### src/skng_pkg.sv
// Shared types, constants and register map of the soft-knee noise gate.
package skng_pkg;

    localparam int SAMPLE_BITS_DEF = 24;
    localparam int COEF_BITS_DEF   = 16;

    // Configuration port geometry: six 32-bit registers at byte addresses 4*i.
    localparam int APB_ADDR_W = 5;
    localparam int APB_DATA_W = 32;

    // Register reset values at the default widths.
    localparam int THRESHOLD_RST   = 262144;
    localparam int FLOOR_GAIN_RST  = 6554;
    localparam int ENV_ATTACK_RST  = 64186;
    localparam int ENV_RELEASE_RST = 65508;
    localparam int GAIN_ATTACK_RST = 65263;
    localparam int GAIN_RELEASE_RST = 65522;

    typedef enum logic [2:0] {
        REG_THRESHOLD    = 3'd0,
        REG_FLOOR_GAIN   = 3'd1,
        REG_ENV_ATTACK   = 3'd2,
        REG_ENV_RELEASE  = 3'd3,
        REG_GAIN_ATTACK  = 3'd4,
        REG_GAIN_RELEASE = 3'd5
    } t_reg_idx;

    typedef enum logic [3:0] {
        ST_IDLE,
        ST_ENV_MUL,
        ST_ENV_UPD,
        ST_KNEE,
        ST_DIV,
        ST_SQ_MUL,
        ST_SS_MUL,
        ST_TG_MUL,
        ST_TG_UPD,
        ST_G_MUL,
        ST_G_UPD,
        ST_O_MUL,
        ST_FIN
    } t_state;

endpackage

### src/skng_mul.sv
// Shared signed multiplier with a registered product.
module skng_mul #(
    parameter int A_W = 25,
    parameter int B_W = 19
) (
    input  logic                      i_clk,
    input  logic                      i_en,
    input  logic signed [A_W-1:0]     i_a,
    input  logic signed [B_W-1:0]     i_b,
    output logic signed [A_W+B_W-1:0] o_prod
);

    logic signed [A_W+B_W-1:0] r_prod;

    always_ff @(posedge i_clk) begin
        if (i_en) begin
            r_prod <= i_a * i_b;
        end
    end

    assign o_prod = r_prod;

endmodule

### src/skng_div.sv
// Restoring divider that yields one quotient bit per cycle for a fraction below one.
module skng_div #(
    parameter int NUM_W = 23,
    parameter int Q_W   = 16
) (
    input  logic             i_clk,
    input  logic             i_rst_n,
    input  logic             i_start,
    input  logic [NUM_W-1:0] i_num,
    input  logic [NUM_W-1:0] i_den,
    output logic             o_busy,
    output logic [Q_W-1:0]   o_quot
);

    localparam int CNT_W = $clog2(Q_W + 1);

    logic [CNT_W-1:0] r_cnt;
    logic [NUM_W-1:0] r_rem;
    logic [NUM_W-1:0] r_den;
    logic [Q_W-1:0]   r_quot;
    logic [NUM_W:0]   w_rem2;
    logic [NUM_W:0]   w_diff;
    logic             w_fit;

    // The numerator is always below the denominator, so the partial remainder
    // stays below the denominator after every step.
    assign w_rem2 = {r_rem, 1'b0};
    assign w_fit  = (w_rem2 >= {1'b0, r_den});
    assign w_diff = w_rem2 - {1'b0, r_den};

    always_ff @(posedge i_clk) begin
        if (!i_rst_n) begin
            r_cnt <= '0;
        end else if (i_start) begin
            r_cnt <= CNT_W'(Q_W);
        end else if (r_cnt != '0) begin
            r_cnt <= r_cnt - 1'b1;
        end
    end

    always_ff @(posedge i_clk) begin
        if (i_start) begin
            r_rem  <= i_num;
            r_den  <= i_den;
            r_quot <= '0;
        end else if (r_cnt != '0) begin
            r_rem  <= w_fit ? w_diff[NUM_W-1:0] : w_rem2[NUM_W-1:0];
            r_quot <= {r_quot[Q_W-2:0], w_fit};
        end
    end

    assign o_busy = (r_cnt != '0);
    assign o_quot = r_quot;

endmodule

### src/skng_cfg.sv
// APB register file holding threshold, floor gain and the four filter poles.
module skng_cfg #(
    parameter int SAMPLE_BITS = skng_pkg::SAMPLE_BITS_DEF,
    parameter int COEF_BITS   = skng_pkg::COEF_BITS_DEF
) (
    input  logic                            i_clk,
    input  logic                            i_rst_n,
    input  logic                            psel,
    input  logic                            penable,
    input  logic                            pwrite,
    input  logic [skng_pkg::APB_ADDR_W-1:0] paddr,
    input  logic [skng_pkg::APB_DATA_W-1:0] pwdata,
    output logic [skng_pkg::APB_DATA_W-1:0] prdata,
    output logic                            pready,
    output logic [SAMPLE_BITS-2:0]          o_threshold,
    output logic [COEF_BITS:0]              o_floor_gain,
    output logic [COEF_BITS-1:0]            o_env_attack,
    output logic [COEF_BITS-1:0]            o_env_release,
    output logic [COEF_BITS-1:0]            o_gain_attack,
    output logic [COEF_BITS-1:0]            o_gain_release
);

    localparam int TW = SAMPLE_BITS - 1;
    localparam int C  = COEF_BITS;
    localparam int DW = skng_pkg::APB_DATA_W;

    logic [TW-1:0] r_threshold;
    logic [C:0]    r_floor_gain;
    logic [C-1:0]  r_env_attack;
    logic [C-1:0]  r_env_release;
    logic [C-1:0]  r_gain_attack;
    logic [C-1:0]  r_gain_release;

    skng_pkg::t_reg_idx w_idx;
    logic               w_wr;

    assign w_idx = skng_pkg::t_reg_idx'(paddr[4:2]);
    assign w_wr  = psel && penable && pwrite;

    always_ff @(posedge i_clk) begin
        if (!i_rst_n) begin
            r_threshold    <= TW'(skng_pkg::THRESHOLD_RST);
            r_floor_gain   <= (C+1)'(skng_pkg::FLOOR_GAIN_RST);
            r_env_attack   <= C'(skng_pkg::ENV_ATTACK_RST);
            r_env_release  <= C'(skng_pkg::ENV_RELEASE_RST);
            r_gain_attack  <= C'(skng_pkg::GAIN_ATTACK_RST);
            r_gain_release <= C'(skng_pkg::GAIN_RELEASE_RST);
        end else if (w_wr) begin
            case (w_idx)
                skng_pkg::REG_THRESHOLD:    r_threshold    <= pwdata[TW-1:0];
                skng_pkg::REG_FLOOR_GAIN:   r_floor_gain   <= pwdata[C:0];
                skng_pkg::REG_ENV_ATTACK:   r_env_attack   <= pwdata[C-1:0];
                skng_pkg::REG_ENV_RELEASE:  r_env_release  <= pwdata[C-1:0];
                skng_pkg::REG_GAIN_ATTACK:  r_gain_attack  <= pwdata[C-1:0];
                skng_pkg::REG_GAIN_RELEASE: r_gain_release <= pwdata[C-1:0];
                default: begin
                end
            endcase
        end
    end

    always_comb begin
        case (w_idx)
            skng_pkg::REG_THRESHOLD:    prdata = DW'(r_threshold);
            skng_pkg::REG_FLOOR_GAIN:   prdata = DW'(r_floor_gain);
            skng_pkg::REG_ENV_ATTACK:   prdata = DW'(r_env_attack);
            skng_pkg::REG_ENV_RELEASE:  prdata = DW'(r_env_release);
            skng_pkg::REG_GAIN_ATTACK:  prdata = DW'(r_gain_attack);
            skng_pkg::REG_GAIN_RELEASE: prdata = DW'(r_gain_release);
            default:                    prdata = '0;
        endcase
    end

    assign pready         = 1'b1;
    assign o_threshold    = r_threshold;
    assign o_floor_gain   = r_floor_gain;
    assign o_env_attack   = r_env_attack;
    assign o_env_release  = r_env_release;
    assign o_gain_attack  = r_gain_attack;
    assign o_gain_release = r_gain_release;

endmodule

### src/soft_knee_noise_gate_unit.sv
// Top level of the soft-knee noise gate: sequencer, state and datapath around shared units.
//
//  channel   direction  handshake                    payload
//  s_axis    in         s_axis_tvalid/s_axis_tready  tdata: sample_in; tuser: sample_invalid
//  m_axis    out        m_axis_tvalid/m_axis_tready  tdata: sample_out; tuser: passed_invalid
//  apb       in         psel/penable/pwrite/pready   six registers at byte address 4*i
//
// A new sample is taken only once the last one is done. A sample inside the knee passes
// the divider, which produces one quotient bit per cycle; a sample outside the knee skips
// it and an invalid sample skips all filtering. All products go through one multiplier.
// Reset is synchronous: the envelope clears and the gain loads the saturated floor reset.
// A result waits in the output register while the next sample is worked on; the block
// holds its last step only if that register is still full when the next result is due.
module soft_knee_noise_gate_unit #(
    parameter int SAMPLE_BITS = skng_pkg::SAMPLE_BITS_DEF,
    parameter int COEF_BITS   = skng_pkg::COEF_BITS_DEF
) (
    input  logic                                    i_clk,
    input  logic                                    i_rst_n,
    // tdata: sample_in [SAMPLE_BITS-1:0], zero padding above
    input  logic [((SAMPLE_BITS + 7) / 8) * 8 - 1:0] s_axis_tdata,
    // tuser: sample_invalid [0]
    input  logic                                    s_axis_tuser,
    input  logic                                    s_axis_tvalid,
    output logic                                    s_axis_tready,
    // tdata: sample_out [SAMPLE_BITS-1:0], zero padding above
    output logic [((SAMPLE_BITS + 7) / 8) * 8 - 1:0] m_axis_tdata,
    // tuser: passed_invalid [0]
    output logic                                    m_axis_tuser,
    output logic                                    m_axis_tvalid,
    input  logic                                    m_axis_tready,
    input  logic                                    psel,
    input  logic                                    penable,
    input  logic                                    pwrite,
    input  logic [skng_pkg::APB_ADDR_W-1:0]         paddr,
    input  logic [skng_pkg::APB_DATA_W-1:0]         pwdata,
    output logic [skng_pkg::APB_DATA_W-1:0]         prdata,
    output logic                                    pready
);

    localparam int S       = SAMPLE_BITS;
    localparam int C       = COEF_BITS;
    localparam int TDATA_W = ((SAMPLE_BITS + 7) / 8) * 8;
    localparam int MA      = (S + 1 > C + 2) ? S + 1 : C + 2;
    localparam int MB      = C + 3;
    localparam int P       = MA + MB;

    localparam logic [C:0]   UNITY     = (C+1)'(1) << C;
    localparam logic [C+1:0] THREE_U   = (C+2)'(3) << C;
    localparam logic [P-1:0] HALF      = P'(1) << (C - 1);
    localparam logic [C-1:0] C_ZERO    = '0;
    localparam logic [C:0]   FLOOR_RST = (C+1)'(skng_pkg::FLOOR_GAIN_RST);
    localparam logic [C:0]   GAIN_RST  = (FLOOR_RST > UNITY) ? UNITY : FLOOR_RST;

    // Configuration.
    logic [S-2:0] w_threshold;
    logic [C:0]   w_floor_cfg;
    logic [C-1:0] w_env_attack;
    logic [C-1:0] w_env_release;
    logic [C-1:0] w_gain_attack;
    logic [C-1:0] w_gain_release;

    skng_cfg #(
        .SAMPLE_BITS (SAMPLE_BITS),
        .COEF_BITS   (COEF_BITS)
    ) u_cfg (
        .i_clk          (i_clk),
        .i_rst_n        (i_rst_n),
        .psel           (psel),
        .penable        (penable),
        .pwrite         (pwrite),
        .paddr          (paddr),
        .pwdata         (pwdata),
        .prdata         (prdata),
        .pready         (pready),
        .o_threshold    (w_threshold),
        .o_floor_gain   (w_floor_cfg),
        .o_env_attack   (w_env_attack),
        .o_env_release  (w_env_release),
        .o_gain_attack  (w_gain_attack),
        .o_gain_release (w_gain_release)
    );

    // Sequencer and datapath registers.
    skng_pkg::t_state r_state;
    skng_pkg::t_state n_state;

    logic signed [S-1:0] r_x;
    logic                r_inv;
    logic [S-1:0]        r_env;
    logic [C:0]          r_gain;
    logic [C:0]          r_target;
    logic                r_out_valid;
    logic [S-1:0]        r_out_data;
    logic                r_out_user;

    // Combinational datapath terms.
    logic                w_accept;
    logic [C:0]          w_floor;
    logic [S-1:0]        w_mag;
    logic signed [S:0]   w_env_d;
    logic [C-1:0]        w_env_c;
    logic signed [C+1:0] w_gain_d;
    logic [C-1:0]        w_gain_c;
    logic [S-2:0]        w_knee;
    logic                w_below_knee;
    logic                w_above_thr;
    logic [S-2:0]        w_num;
    logic [S-2:0]        w_den;
    logic [C+1:0]        w_3u2x;
    logic signed [P-1:0] w_prod;
    logic signed [P-1:0] w_env_sum;
    logic signed [P-1:0] w_gain_sum;
    logic signed [P-1:0] w_out_sum;
    logic [C-1:0]        w_quot;
    logic                w_div_busy;
    logic                w_out_free;

    // Sequencer outputs.
    logic                 w_mul_en;
    logic signed [MA-1:0] w_mul_a;
    logic signed [MB-1:0] w_mul_b;
    logic                 w_div_start;
    logic                 w_env_we;
    logic                 w_tgt_we;
    logic [C:0]           w_tgt_next;
    logic                 w_gain_we;
    logic                 w_out_load;

    assign w_accept   = s_axis_tvalid && s_axis_tready;
    assign w_out_free = !r_out_valid || m_axis_tready;
    assign w_floor    = (w_floor_cfg > UNITY) ? UNITY : w_floor_cfg;

    // Magnitude as an unsigned value; the most negative sample maps to 2^(S-1).
    assign w_mag   = r_x[S-1] ? (~r_x + 1'b1) : r_x;
    assign w_env_d = $signed({1'b0, r_env}) - $signed({1'b0, w_mag});
    assign w_env_c = (w_mag > r_env) ? w_env_attack : w_env_release;

    assign w_gain_d = $signed({1'b0, r_gain}) - $signed({1'b0, r_target});
    assign w_gain_c = (r_target > r_gain) ? w_gain_attack : w_gain_release;

    // The knee test comes first so that a tiny threshold never reaches the divider.
    assign w_knee       = w_threshold >> 1;
    assign w_below_knee = (r_env <= S'(w_knee));
    assign w_above_thr  = (r_env >= S'(w_threshold));
    assign w_num        = (S-1)'(r_env - S'(w_knee));
    assign w_den        = w_threshold - w_knee;

    assign w_3u2x = THREE_U - {1'b0, w_quot, 1'b0};

    // A one-pole step c*old + (1-c)*in is formed as in + c*(old - in).
    assign w_env_sum  = $signed(P'({w_mag, C_ZERO})) + w_prod + $signed(HALF);
    assign w_gain_sum = $signed(P'({r_target, C_ZERO})) + w_prod + $signed(HALF);
    assign w_out_sum  = w_prod + $signed(HALF);

    skng_mul #(
        .A_W (MA),
        .B_W (MB)
    ) u_mul (
        .i_clk  (i_clk),
        .i_en   (w_mul_en),
        .i_a    (w_mul_a),
        .i_b    (w_mul_b),
        .o_prod (w_prod)
    );

    skng_div #(
        .NUM_W (S - 1),
        .Q_W   (C)
    ) u_div (
        .i_clk   (i_clk),
        .i_rst_n (i_rst_n),
        .i_start (w_div_start),
        .i_num   (w_num),
        .i_den   (w_den),
        .o_busy  (w_div_busy),
        .o_quot  (w_quot)
    );

    // Next state.
    always_comb begin
        n_state = r_state;
        case (r_state)
            skng_pkg::ST_IDLE: begin
                if (w_accept) begin
                    n_state = s_axis_tuser ? skng_pkg::ST_FIN : skng_pkg::ST_ENV_MUL;
                end
            end
            skng_pkg::ST_ENV_MUL: n_state = skng_pkg::ST_ENV_UPD;
            skng_pkg::ST_ENV_UPD: n_state = skng_pkg::ST_KNEE;
            skng_pkg::ST_KNEE: begin
                if (w_below_knee || w_above_thr) begin
                    n_state = skng_pkg::ST_G_MUL;
                end else begin
                    n_state = skng_pkg::ST_DIV;
                end
            end
            skng_pkg::ST_DIV: begin
                if (!w_div_busy) begin
                    n_state = skng_pkg::ST_SQ_MUL;
                end
            end
            skng_pkg::ST_SQ_MUL: n_state = skng_pkg::ST_SS_MUL;
            skng_pkg::ST_SS_MUL: n_state = skng_pkg::ST_TG_MUL;
            skng_pkg::ST_TG_MUL: n_state = skng_pkg::ST_TG_UPD;
            skng_pkg::ST_TG_UPD: n_state = skng_pkg::ST_G_MUL;
            skng_pkg::ST_G_MUL:  n_state = skng_pkg::ST_G_UPD;
            skng_pkg::ST_G_UPD:  n_state = skng_pkg::ST_O_MUL;
            skng_pkg::ST_O_MUL:  n_state = skng_pkg::ST_FIN;
            skng_pkg::ST_FIN: begin
                if (w_out_free) begin
                    n_state = skng_pkg::ST_IDLE;
                end
            end
            default: n_state = skng_pkg::ST_IDLE;
        endcase
    end

    // Sequencer outputs: operand selection for the shared units and write enables.
    always_comb begin
        w_mul_en    = 1'b0;
        w_mul_a     = '0;
        w_mul_b     = '0;
        w_div_start = 1'b0;
        w_env_we    = 1'b0;
        w_tgt_we    = 1'b0;
        w_tgt_next  = UNITY;
        w_gain_we   = 1'b0;
        w_out_load  = 1'b0;
        case (r_state)
            skng_pkg::ST_ENV_MUL: begin
                w_mul_en = 1'b1;
                w_mul_a  = MA'(w_env_d);
                w_mul_b  = $signed(MB'(w_env_c));
            end
            skng_pkg::ST_ENV_UPD: begin
                w_env_we = 1'b1;
            end
            skng_pkg::ST_KNEE: begin
                if (w_below_knee) begin
                    w_tgt_we   = 1'b1;
                    w_tgt_next = w_floor;
                end else if (w_above_thr) begin
                    w_tgt_we   = 1'b1;
                    w_tgt_next = UNITY;
                end else begin
                    w_div_start = 1'b1;
                end
            end
            skng_pkg::ST_SQ_MUL: begin
                w_mul_en = 1'b1;
                w_mul_a  = $signed(MA'(w_quot));
                w_mul_b  = $signed(MB'(w_quot));
            end
            skng_pkg::ST_SS_MUL: begin
                w_mul_en = 1'b1;
                w_mul_a  = $signed(MA'(w_prod[C +: C]));
                w_mul_b  = $signed(MB'(w_3u2x));
            end
            skng_pkg::ST_TG_MUL: begin
                w_mul_en = 1'b1;
                w_mul_a  = $signed(MA'(w_prod[C +: C+1]));
                w_mul_b  = $signed(MB'(UNITY - w_floor));
            end
            skng_pkg::ST_TG_UPD: begin
                w_tgt_we   = 1'b1;
                w_tgt_next = w_floor + w_prod[C +: C+1];
            end
            skng_pkg::ST_G_MUL: begin
                w_mul_en = 1'b1;
                w_mul_a  = MA'(w_gain_d);
                w_mul_b  = $signed(MB'(w_gain_c));
            end
            skng_pkg::ST_G_UPD: begin
                w_gain_we = 1'b1;
            end
            skng_pkg::ST_O_MUL: begin
                w_mul_en = 1'b1;
                w_mul_a  = MA'(r_x);
                w_mul_b  = $signed(MB'(r_gain));
            end
            skng_pkg::ST_FIN: begin
                w_out_load = w_out_free;
            end
            default: begin
            end
        endcase
    end

    always_ff @(posedge i_clk) begin
        if (!i_rst_n) begin
            r_state <= skng_pkg::ST_IDLE;
        end else begin
            r_state <= n_state;
        end
    end

    // Filter state: an invalid sample clears the envelope and drops the gain to the floor.
    always_ff @(posedge i_clk) begin
        if (!i_rst_n) begin
            r_env  <= '0;
            r_gain <= GAIN_RST;
        end else if (w_accept && s_axis_tuser) begin
            r_env  <= '0;
            r_gain <= w_floor;
        end else begin
            if (w_env_we) begin
                r_env <= w_env_sum[C +: S];
            end
            if (w_gain_we) begin
                r_gain <= w_gain_sum[C +: C+1];
            end
        end
    end

    always_ff @(posedge i_clk) begin
        if (w_accept) begin
            r_x   <= $signed(s_axis_tdata[S-1:0]);
            r_inv <= s_axis_tuser;
        end
        if (w_tgt_we) begin
            r_target <= w_tgt_next;
        end
    end

    // Output register; taking the bits above the binary point of the rounded
    // product gives the floor of the quotient for either sign.
    always_ff @(posedge i_clk) begin
        if (!i_rst_n) begin
            r_out_valid <= 1'b0;
        end else if (w_out_load) begin
            r_out_valid <= 1'b1;
        end else if (m_axis_tready) begin
            r_out_valid <= 1'b0;
        end
    end

    always_ff @(posedge i_clk) begin
        if (w_out_load) begin
            r_out_data <= r_inv ? r_x : w_out_sum[C +: S];
            r_out_user <= r_inv;
        end
    end

    assign s_axis_tready = (r_state == skng_pkg::ST_IDLE);
    assign m_axis_tvalid = r_out_valid;
    assign m_axis_tdata  = TDATA_W'(r_out_data);
    assign m_axis_tuser  = r_out_user;

    a_gain_le_unity: assert property (@(posedge i_clk) disable iff (!i_rst_n)
        r_gain <= UNITY)
        else $error("smoothed gain above unity");

    a_env_bounded: assert property (@(posedge i_clk) disable iff (!i_rst_n)
        r_env <= (S'(1) << (S - 1)))
        else $error("envelope above full scale");

    a_invalid_clears: assert property (@(posedge i_clk) disable iff (!i_rst_n)
        (w_accept && s_axis_tuser) |=> (r_env == '0 && r_state == skng_pkg::ST_FIN))
        else $error("invalid sample did not clear the envelope");

    a_div_only_in_div: assert property (@(posedge i_clk) disable iff (!i_rst_n)
        w_div_busy |-> (r_state == skng_pkg::ST_DIV))
        else $error("divider busy outside its state");

    a_target_le_unity: assert property (@(posedge i_clk) disable iff (!i_rst_n)
        (r_state == skng_pkg::ST_G_MUL) |-> (r_target <= UNITY))
        else $error("target gain above unity");

endmodule

### config.mk
export PLATFORM = sky130hd
export DESIGN_NAME = soft_knee_noise_gate_unit
export DESIGN_NICKNAME = d
export VERILOG_FILES = /design/src/skng_pkg.sv /design/src/skng_mul.sv /design/src/skng_div.sv /design/src/skng_cfg.sv /design/src/soft_knee_noise_gate_unit.sv
export SDC_FILE = /design/constraint.sdc
export NUM_CORES = 2
export LEC_CHECK = 0
export ABC_AREA = 1
export BUFFER_PORTS_ARGS = -buffer_cell sky130_fd_sc_hd__clkbuf_2
export CORE_ASPECT_RATIO = 0.5
export CORE_UTILIZATION = 45
export CTS_CLUSTER_DIAMETER = 200
export CTS_CLUSTER_SIZE = 28
export DETAILED_ROUTE_END_ITERATION = 16
export GPL_TIMING_DRIVEN = 0
export PLACE_DENSITY = 0.59
export SLEW_MARGIN = 20
export SYNTH_ARGS = -nofsm -noshare
export SYNTH_HDL_FRONTEND = slang
export SYNTH_HIERARCHICAL = 1
export SYNTH_SLANG_ARGS = --single-unit
### constraint.sdc
create_clock -name i_clk -period 26.2 [get_ports i_clk]
set_clock_uncertainty 0.15 [all_clocks]
set_input_delay 3.93 -clock i_clk [delete_from_list [all_inputs] [get_ports i_clk]]
set_output_delay 3.93 -clock i_clk [all_outputs]
set_load 0.005 [all_outputs]
==> impl_metrics.ini <==
[run_status]
status = finished clean

[cts]
cts.path.max_buffers = 3
holdBufCountCts = 0
cts-root-buf = clkbuf_16
post_cts.repair.setup_buffers = 0
cts_tree = done
clkSinkCount = 309
insertion_delay_ns = 0.57
cts-resized-gates = 0
numCtsBuffers = 15
path_clk_slew_ns = 0.12
htreeDepth = 1

[yosys]
syn_area_um2 = 43800
avgSynthCellArea_um2 = 6.97
yosysWarnings = 6
synth_cells = 6285

[route]
vias = 42021
vias_per_cell = 5.46
drt-pass1-iter-count = 5
drt_wl_total_mm = 168
post_drt_wl_per_cell_um = 21.9
post-route-drc-count = 0
drtIter0Drc = 4081
ant_nets = 0

[sta]
slew_violations = 0
setup_viol = 0
rsz0062_at_grt = false
slew_headroom_pct = 31.1
worst_pin_slew_ns = 1.03
max_freq_ghz = 0.0849
min_period_ns = 11.78
period_share_pct = 45.0
fin_setup_tns_ns = 0
report.final.hold_viol_count = 0
hold_slack_ns = 0.306

[floorplan]
core_area_um2 = 95900
num_io_pins = 129
die-area_um2 = 98700
initial_core_util_pct = 45.7
die-height_um = 223
die_w_um = 443
rows = 80

[worst_setup_path]
endpoint_kind = register
cpPeakStageDelay_ns = 0.65
crit_slowest_cell = clkbuf_1
required_ns = 26.36
path_class = register to register
crit_fanout = 10
crit_path_start_kind = register
crit_arrival_ns = 11.94
cp_common_cell = inv_1

[power]
finalPower_mw = 5.67
power_density_nw_per_um2 = 122
intPower_mw = 2.26
sw_frac_of_total_pct = 60.1
p_leak_nw = 25.5
combPwrFrac_pct = 79.1
vdd_drop_max_uv = 65.2
power_switching_mw = 3.41
power.share.sequential_pct = 15.9
p_clk_share_pct = 5.1

[hold_path]
hold_path_class = register to register

[global_route]
antenna_found_initial = 4
grt_pass1_vias = 41153
grt_pass1_wl_mm = 254
grt_overflow = 0
track_usage_pct = 34.0
grt_max_degree = 30

[layout]
drive_above_1_share_pct = 5.97
final_nets = 7258
area_growth_pct = 6.14
fin_cells = 7700
antenna_cells = 0

[flow_run]
maxCapViolCount = 0

[place]
dp_cells = 7677
io_buffers = 106
globalplace.congestion = 1.02
hpwl_mm = 141
-- worst paths after layout --
| check | startpoint | endpoint | slack, ns | depth (start not counted) |
|---|---|---|---|---|
| max | r_x[0]$_DFFE_PP_ | u_mul/o_prod[36]$_DFFE_PP_ | 14.42 | 43 |
| min | u_div/r_cnt[0]$_SDFFE_PP0P_ | u_div/r_cnt[0]$_SDFFE_PP0P_ | 0.31 | 1 |
| max reg2reg | r_x[0]$_DFFE_PP_ | u_mul/o_prod[36]$_DFFE_PP_ | 14.42 | 43 |
| min reg2reg | u_div/r_cnt[0]$_SDFFE_PP0P_ | u_div/r_cnt[0]$_SDFFE_PP0P_ | 0.31 | 1 |
-- power by group through the flow --
stage	registers, mW	logic, mW	clock network [mW]
final	0.900	4.49	0.288
after global routing	0.899	5.01	0.310
after CTS	0.888	4.45	0.296
after detailed placement	0.898	4.41	0
after global placement	0.904	4.37	0
after floorplan	0.781	3.07	0
-- state kept, by name (all words and copies together) (netlist names) --
name and count:
u_cfg/o_env_release 16, r_x 24, m_axis_tvalid 1, u_mul/o_prod 25
r_target 17, u_div/r_cnt 5, u_cfg/o_floor_gain 17, r_gain 17
m_axis_tuser 1, u_cfg/o_env_attack 16, u_div/r_den 23, u_cfg/o_gain_attack 16
r_env 24, u_cfg/o_threshold 23, u_div/r_rem 23, r_inv 1
u_div/o_quot 16, m_axis_tdata 24, u_cfg/o_gain_release 16, r_state 4
-- cell usage in the layout, fill, tap and decap left out, types with 52 or more instances in the layout --
| cell | n |
|---|---|
| nand3_1 | 364 |
| a21oi_1 | 263 |
| fa_1 | 456 |
| clkbuf_2 | 107 |
| o21ai_1 | 52 |
| o21ai_0 | 188 |
| nor2_1 | 482 |
| nand2_1 | 1692 |
| clkbuf_1 | 146 |
| inv_1 | 1284 |
| ha_1 | 310 |
| dfxtp_1 | 171 |
| edfxtp_1 | 138 |
| xor2_1 | 84 |
| nand4_1 | 88 |
-- metal layers --
layer	up-vias	wire length [um]	track usage, %
met3	227	14600	5.18
li1	19675	-	-
met5	-	13	0
met4	2	5140	9.29
met2	1685	72000	52.7
met1	20432	76600	49.1
-- worst max-delay path: cells and delay by family, from the launching register on --
kind            cells  cell delay [ns]
compound gates      6             1.65
buf+inv            11             2.26
xor+xnor            1             0.31
fa+ha+maj          10             4.62
flops               1             0.55
simple gates       15             2.00
-- area by class of cell --
class | count | area, um2
multi-input cells | 4448 | 30300
fillers | 9944 | 49400
plain buffers | 224 | 1080
repair buffers | 112 | 613
clock inverters | 2 | 38.8
flip-flops and latches | 309 | 7570
inverters | 1313 | 4930
well taps | 1271 | 1590
clock buffers | 21 | 398
-- per-stage QoR --
step | instance area (um2) | util (%) | worst slack (ns)
detailed placement | 46100 | 48.1 | 14.62
finish | 46500 | 48.5 | 14.42
global placement | 46000 | 48.0 | 14.48
global route | 46500 | 48.5 | 13.92
CTS | 46500 | 48.5 | 14.57
floorplan | 43900 | - | 17.19
Note: power is estimated with default switching activity, not from simulation.
